===== src/sv/rcwq_pkg.sv =====
// Shared types and constants for the radio carrier wake qualifier.
package rcwq_pkg;

  localparam int FIELD_BITS   = 16;
  localparam int CFG_IDX_BITS = 1;

  localparam logic [CFG_IDX_BITS-1:0] CFG_WINDOW_TICKS      = 1'd0;
  localparam logic [CFG_IDX_BITS-1:0] CFG_CARRIER_THRESHOLD = 1'd1;

  localparam logic [FIELD_BITS-1:0] WINDOW_TICKS_RESET      = 16'd1000;
  localparam logic [FIELD_BITS-1:0] CARRIER_THRESHOLD_RESET = 16'd10;

  typedef enum logic [2:0] {
    PH_WAIT_LOW = 3'd0,
    PH_ASLEEP   = 3'd1,
    PH_WAKE     = 3'd2,
    PH_SAMPLE   = 3'd3,
    PH_RESET    = 3'd4
  } phase_t;

  typedef struct packed {
    logic radio_level;
    logic button_level;
  } sample_t;

  typedef struct packed {
    logic [2:0]            phase;
    logic                  reset_request;
    logic                  indicator_on;
    logic [FIELD_BITS-1:0] high_count;
  } result_t;

  typedef struct packed {
    logic [FIELD_BITS-1:0] window_ticks;
    logic [FIELD_BITS-1:0] carrier_threshold;
  } cfg_t;

endpackage


===== src/sv/rcwq_state.sv =====
// Qualifier state registers and the per-sample next-state logic.
module rcwq_state import rcwq_pkg::*; #(
  parameter int COUNT_BITS = 16
) (
  input  logic    clk,
  input  logic    rst,
  input  logic    step,
  input  sample_t item,
  input  cfg_t    cfg,
  output result_t step_result
);

  localparam int CMP_BITS = (COUNT_BITS > FIELD_BITS) ? COUNT_BITS : FIELD_BITS;
  localparam logic [COUNT_BITS-1:0] COUNT_MAX = {COUNT_BITS{1'b1}};

  phase_t                phase_reg, phase_next;
  logic [COUNT_BITS-1:0] ticks_left, ticks_left_next;
  logic [COUNT_BITS-1:0] high_samples, high_samples_next;
  logic                  prev_button;

  always_ff @(posedge clk) begin
    if (rst) begin
      phase_reg    <= PH_WAIT_LOW;
      ticks_left   <= '0;
      high_samples <= '0;
      prev_button  <= 1'b1;
    end else if (step) begin
      phase_reg    <= phase_next;
      ticks_left   <= ticks_left_next;
      high_samples <= high_samples_next;
      prev_button  <= item.button_level;
    end
  end

  always_comb begin
    phase_next        = phase_reg;
    ticks_left_next   = ticks_left;
    high_samples_next = high_samples;
    case (phase_reg)
      PH_WAIT_LOW: begin
        if (!item.radio_level) phase_next = PH_ASLEEP;
      end
      PH_ASLEEP: begin
        if (item.radio_level || (prev_button && !item.button_level)) phase_next = PH_WAKE;
      end
      PH_WAKE: begin
        if (!item.button_level) begin
          phase_next = PH_RESET;
        end else begin
          ticks_left_next   = COUNT_BITS'(cfg.window_ticks);
          high_samples_next = '0;
          phase_next        = PH_SAMPLE;
        end
      end
      PH_SAMPLE: begin
        if (ticks_left != '0) begin
          ticks_left_next = ticks_left - 1'b1;
          if (item.radio_level && high_samples != COUNT_MAX) begin
            high_samples_next = high_samples + 1'b1;
          end
        end
        if (ticks_left_next == '0) begin
          if (high_samples_next == '0) begin
            phase_next = PH_WAIT_LOW;
          end else if (CMP_BITS'(high_samples_next) < CMP_BITS'(cfg.carrier_threshold)) begin
            phase_next = PH_WAKE;
          end else begin
            phase_next = PH_RESET;
          end
        end
      end
      PH_RESET: begin
        phase_next = PH_RESET;
      end
      default: begin
        phase_next = PH_WAIT_LOW;
      end
    endcase
  end

  assign step_result.phase         = phase_next;
  assign step_result.reset_request = (phase_next == PH_RESET);
  assign step_result.indicator_on  = (phase_next == PH_SAMPLE);
  assign step_result.high_count    = FIELD_BITS'(high_samples_next);

endmodule


===== src/sv/radio_carrier_wake_qualifier.sv =====
// Top level of the radio carrier wake qualifier: ports, configuration and stages.
//
// Every transaction on the sample channel is one tick of the radio and button
// pins and produces exactly one transaction on the result channel, showing the
// phase, the latched reset request, the indicator and the high-sample count as
// they stand after that tick. A sample goes into an input register, the next
// state is formed from it by the combinational state logic and written to the
// result register whenever the pipeline advances; one sample can be taken every
// clock cycle while the result channel does not stall. While the
// result register holds a stalled result the input register can still take one
// more sample; once both are full the sample channel stalls in the same cycle as
// the result channel. The window length and the carrier
// threshold are written through the plain configuration port (index 0 and 1)
// and should only change while no transaction is in flight. COUNT_BITS sets the
// width of the tick and high-sample counters; the reported count is the low
// sixteen bits of the high-sample counter, which saturates at its maximum.
module radio_carrier_wake_qualifier import rcwq_pkg::*; #(
  parameter int COUNT_BITS = 16
) (
  input  logic                    clk,
  input  logic                    rst,
  input  logic                    sample_valid,
  output logic                    sample_stall,
  input  sample_t                 sample,
  output logic                    result_valid,
  input  logic                    result_stall,
  output result_t                 result,
  input  logic                    cfg_we,
  input  logic [CFG_IDX_BITS-1:0] cfg_index,
  input  logic [FIELD_BITS-1:0]   cfg_data
);

  cfg_t    cfg;
  sample_t item;
  logic    item_valid;
  logic    advance;
  logic    step;
  result_t step_result;

  // Configuration registers, written directly with no handshake.
  always_ff @(posedge clk) begin
    if (rst) begin
      cfg.window_ticks      <= WINDOW_TICKS_RESET;
      cfg.carrier_threshold <= CARRIER_THRESHOLD_RESET;
    end else if (cfg_we) begin
      case (cfg_index)
        CFG_WINDOW_TICKS:      cfg.window_ticks      <= cfg_data;
        CFG_CARRIER_THRESHOLD: cfg.carrier_threshold <= cfg_data;
        default: ;
      endcase
    end
  end

  // The pipeline moves whenever the result register is empty or being taken.
  assign advance      = !result_valid || !result_stall;
  assign step         = item_valid && advance;
  // The input register only refuses a sample when it is full and cannot drain.
  assign sample_stall = item_valid && !advance;

  always_ff @(posedge clk) begin
    if (rst) begin
      item_valid <= 1'b0;
    end else if (!sample_stall) begin
      item_valid <= sample_valid;
    end
  end

  always_ff @(posedge clk) begin
    if (sample_valid && !sample_stall) begin
      item <= sample;
    end
  end

  rcwq_state #(
    .COUNT_BITS (COUNT_BITS)
  ) u_state (
    .clk         (clk),
    .rst         (rst),
    .step        (step),
    .item        (item),
    .cfg         (cfg),
    .step_result (step_result)
  );

  // Result register: loads the freshly computed state on every step.
  always_ff @(posedge clk) begin
    if (rst) begin
      result_valid <= 1'b0;
    end else if (advance) begin
      result_valid <= item_valid;
    end
  end

  always_ff @(posedge clk) begin
    if (step) begin
      result <= step_result;
    end
  end

endmodule


===== config.mk =====
export PLATFORM = sky130hd
export DESIGN_NAME = radio_carrier_wake_qualifier
export DESIGN_NICKNAME = d
export VERILOG_FILES = /design/src/sv/rcwq_pkg.sv /design/src/sv/rcwq_state.sv /design/src/sv/radio_carrier_wake_qualifier.sv
export SDC_FILE = /design/constraint.sdc
export NUM_CORES = 1
export LEC_CHECK = 0
export BUFFER_PORTS_ARGS = -buffer_cell sky130_fd_sc_hd__buf_2
export CAP_MARGIN = 20
export CORE_AREA = 2 2 112 114
export CTS_BUF_LIST = sky130_fd_sc_hd__clkbuf_16
export DETAILED_ROUTE_END_ITERATION = 10
export DIE_AREA = 0 0 114 116
export SLEW_MARGIN = 0
export SYNTH_ARGS = -nofsm -noshare
export SYNTH_HDL_FRONTEND = slang
export SYNTH_SLANG_ARGS = --single-unit

===== constraint.sdc =====
create_clock -name clk -period 9.6 [get_ports clk]
set_input_delay 0.48 -clock clk [delete_from_list [all_inputs] [get_ports clk]]
set_output_delay 0.48 -clock clk [all_outputs]
set_load 0.005 [all_outputs]

==> metrics <==
result of the run=completed; Std-Cell Core Area=11900 um2; Yosys warnings=0; number of flip-flops in the largest register=32; startpoint type of the worst setup path=flip-flop; arrival time at the worst endpoint=4.45 ns; first drt pass iteration count=5; Worst setup EP type=flip-flop; Layout Utilization=49.3%; maximum number of pins on one net before global-route repair=71; worst hold-check path type=primary input to flip-flop; required time at the worst-slack endpoint=between 9 and 10 ns; number of buffers between clock root and the deepest sink=2; diode count=0; latest clock arrival within the worst-skew pair=about 0.35 ns; worst setup slack before clock tree synthesis=~5.5 ns; top_reg_cell synth=sky130_fd_sc_hd__dfxtp_1; number of routed nets with antenna violations=0; Net count, final=~720; Area Growth Syn to Fin=8.14%; MaxCap Viol Count=0; unrepaired setup endpoints after global routing=false; Cells after Synth=669; placed wire-length estimate=9690 um; startpoint-to-endpoint class of the critical path=flip-flop to flip-flop; dpl cell area=between 5000 and 6000 um2; final count of negative-setup-slack endpoints=0; number of buffers created by CTS=9; least setup slack across all paths after layout=5.44 ns; count of flip-flops with a built-in enable after synthesis=23; CTS tree=done; logic depth of the worst register-to-register path=16; Die Outline Area=13200 um2; number of rows in the core area=40; number of vias after detailed routing=4837; number of setup buffers added after CTS=0; fin crit share=a little over two fifths; Cell Area, Synth=5430 um2; all-layer global routing usage=21.9%; largest registers=cfg x32, result x21; detail-routed net length per standard cell=about 17 um; register-to-register path setup slack=around 5.4 ns; most common cell after layout, fill and taps aside=sky130_fd_sc_hd__nand2_1; Hold WS=approximately 0.30 ns; number of global-route vias before repair=4400; net count of the mapped netlist=between 700 and 800; clock transition at the register clock pins on the worst setup and hold paths after CTS=0.07 ns; power density cells=155 nW/um2; antenna violations before repair=0; Crit path largest cell delay=about 0.55 ns; leftover overflow at the end of global routing=0; capture point of the worst reg-to-reg path=u_state.phase_reg[1]$_SDFFE_PP0P_; PortBufs=46; Slowest-stage cell, CP=sky130_fd_sc_hd__nor4_4; number of clock sinks=93; number of instances resized during post-cts repair=0; layout cell share with drive strength beyond 1=between 10% and 20%; Final Hold Fails=0; worst path cell trace=ha_1 > nand4_1 > nor4_4 > a21o_2 > nor2_1 > and3_1 > xnor2_1 > inv_1 > ha_1 > nand4_1 > o21ai_0 > o21ai_0 > o211ai_1 > a31o_2 > or4b_1 > a31oi_1; share of async-settable or async-resettable flops after synthesis=0%; top cell family by delay on the critical path=simple AND/OR/NAND/NOR gates; root buffer cell=sky130_fd_sc_hd__clkbuf_16; initial core utilization=a little under half; commonest cells after routing, fill and taps aside=sky130_fd_sc_hd__nand2_1 (130), sky130_fd_sc_hd__dfxtp_1 (70), sky130_fd_sc_hd__nor2_1 (63), sky130_fd_sc_hd__a21oi_1 (54), sky130_fd_sc_hd__buf_2 (46); IO Count=47; origin of the worst min-delay path=sample[0]; summed area of non-filler cells in the final layout=a little under 6000 um2; Die X=114 um; Vias per Instance=5.80; DRC errors left=0; Avg Synthesized Cell Area=8.11 um2; clock skew after layout=between 0.007 and 0.008 ns; H-tree depth reported by CTS=3; Critical R2R Launch=u_state.high_samples[0]$_SDFFE_PP0P_; number of cells on the worst hold path=1; actual transition at the worst max-transition pin=1.05 ns; wire length of the first global-routing pass=22700 um; sequential area share after synthesis=38.6%; Post-CTS Hold Fix Bufs=0; Die Height=116 um; Seq cells post-synth=93; minimum clock period=4.16 ns; terminating pin of the worst hold path=item[0]$_DFFE_PP_; normalized max-slew margin=30.0%; final-layout setup total negative slack=0 ns; number of distinct library cells after synthesis=70; Peak Freq=240 MHz; leakage power of the design=2.37 nW; final WL=about 14000 um; final count of pins violating max slew=0; worst vdd ir=roughly 0.072 mV; combined buffer and inverter count along the critical path=1; Critical Path Start=u_state.high_samples[0]$_SDFFE_PP0P_; biggest fanout along the worst timing path=9; global placer's final weighted congestion=0.894; Reg with most FFs=cfg; starting DRC count in detailed routing=roughly 350
==> per-layer routing <==
layer	wire, um	up-vias	track usage, %
li1	-	2396	-
met1	6570	2272	29.9
met2	6360	147	35.2
met3	681	22	2.88
met4	331	0	9.43
met5	0	-	0
==> stage by stage <==
stage | instances | power [W]
after floorplan | 669 | 0.000545
after global placement | 817 | 0.000577
after detailed placement | 817 | 0.000579
after CTS | 833 | 0.000916
after global routing | 834 | 0.000952
final | 834 | 0.000909
==> power breakdown <==
group | switching, W | total (W) | internal (W)
Combinational | 0.0000795 | 0.000133 | 0.0000532
Clock | 0.000161 | 0.000337 | 0.000177
Sequential | 0.0000182 | 0.000439 | 0.000421
==> cells by family after synthesis <==
| group | share of synthesized area [%] |
|---|---|
| and+or+nand+nor | 26.9 |
| buffers and inverters | 7.33 |
| muxes | 0.369 |
| DFF | 38.6 |
| adders and majority gates | 3.92 |
| xor gates and xnor gates | 3.07 |
| AOI/OAI and AO/OA | 19.9 |
==> worst max path at each step <==
stage	to	slack, ns	cells after the start
4_1_cts	u_state.phase_reg[1]$_SDFFE_PP0P_	5.49	16
6_report	u_state.phase_reg[1]$_SDFFE_PP0P_	5.44	16
5_1_grt	u_state.phase_reg[1]$_SDFFE_PP0P_	5.12	16
3_5_place_dp	u_state.phase_reg[1]$_SDFFE_PP0P_	5.51	16
2_1_floorplan	u_state.phase_reg[1]$_SDFFE_PP0P_	5.95	16
3_3_place_gp	u_state.phase_reg[1]$_SDFFE_PP0P_	5.64	16
==> cell type report <==
cell class,instances,area [um2]
clock inverters,7,48.8
repair buffers,53,283
clock buffers,9,225
inverters,26,97.6
flip-flops and latches,93,2090
fillers,1141,6040
well taps,147,184
multi-input cells,499,2940
==> cells in the mapped netlist (5+ instances only) <==
library cell	n	area share [%]
sky130_fd_sc_hd__xor2_1	8	1.3
sky130_fd_sc_hd__o21ai_0	32	3.0
sky130_fd_sc_hd__nand3_1	15	1.4
sky130_fd_sc_hd__a22oi_1	5	0.69
sky130_fd_sc_hd__a211oi_1	7	0.97
sky130_fd_sc_hd__a22o_1	7	1.1
sky130_fd_sc_hd__ha_1	17	3.9
sky130_fd_sc_hd__and2_1	5	0.58
sky130_fd_sc_hd__nor3_1	22	2.0
sky130_fd_sc_hd__nand4_1	12	1.4
sky130_fd_sc_hd__inv_1	26	1.8
sky130_fd_sc_hd__buf_6	7	1.5
sky130_fd_sc_hd__edfxtp_1	23	13
sky130_fd_sc_hd__dfxtp_1	70	26
sky130_fd_sc_hd__nand3b_1	12	1.7
sky130_fd_sc_hd__xnor2_1	11	1.8
sky130_fd_sc_hd__nor2_1	63	4.4
sky130_fd_sc_hd__buf_2	6	0.55
sky130_fd_sc_hd__nand2_1	130	9.0
sky130_fd_sc_hd__and3_1	7	0.81
sky130_fd_sc_hd__a21oi_1	54	5.0
sky130_fd_sc_hd__a2111oi_1	5	0.92
sky130_fd_sc_hd__clkbuf_1	30	2.1
sky130_fd_sc_hd__a21o_1	5	0.69
Note: power is estimated with default switching activity, not from simulation.
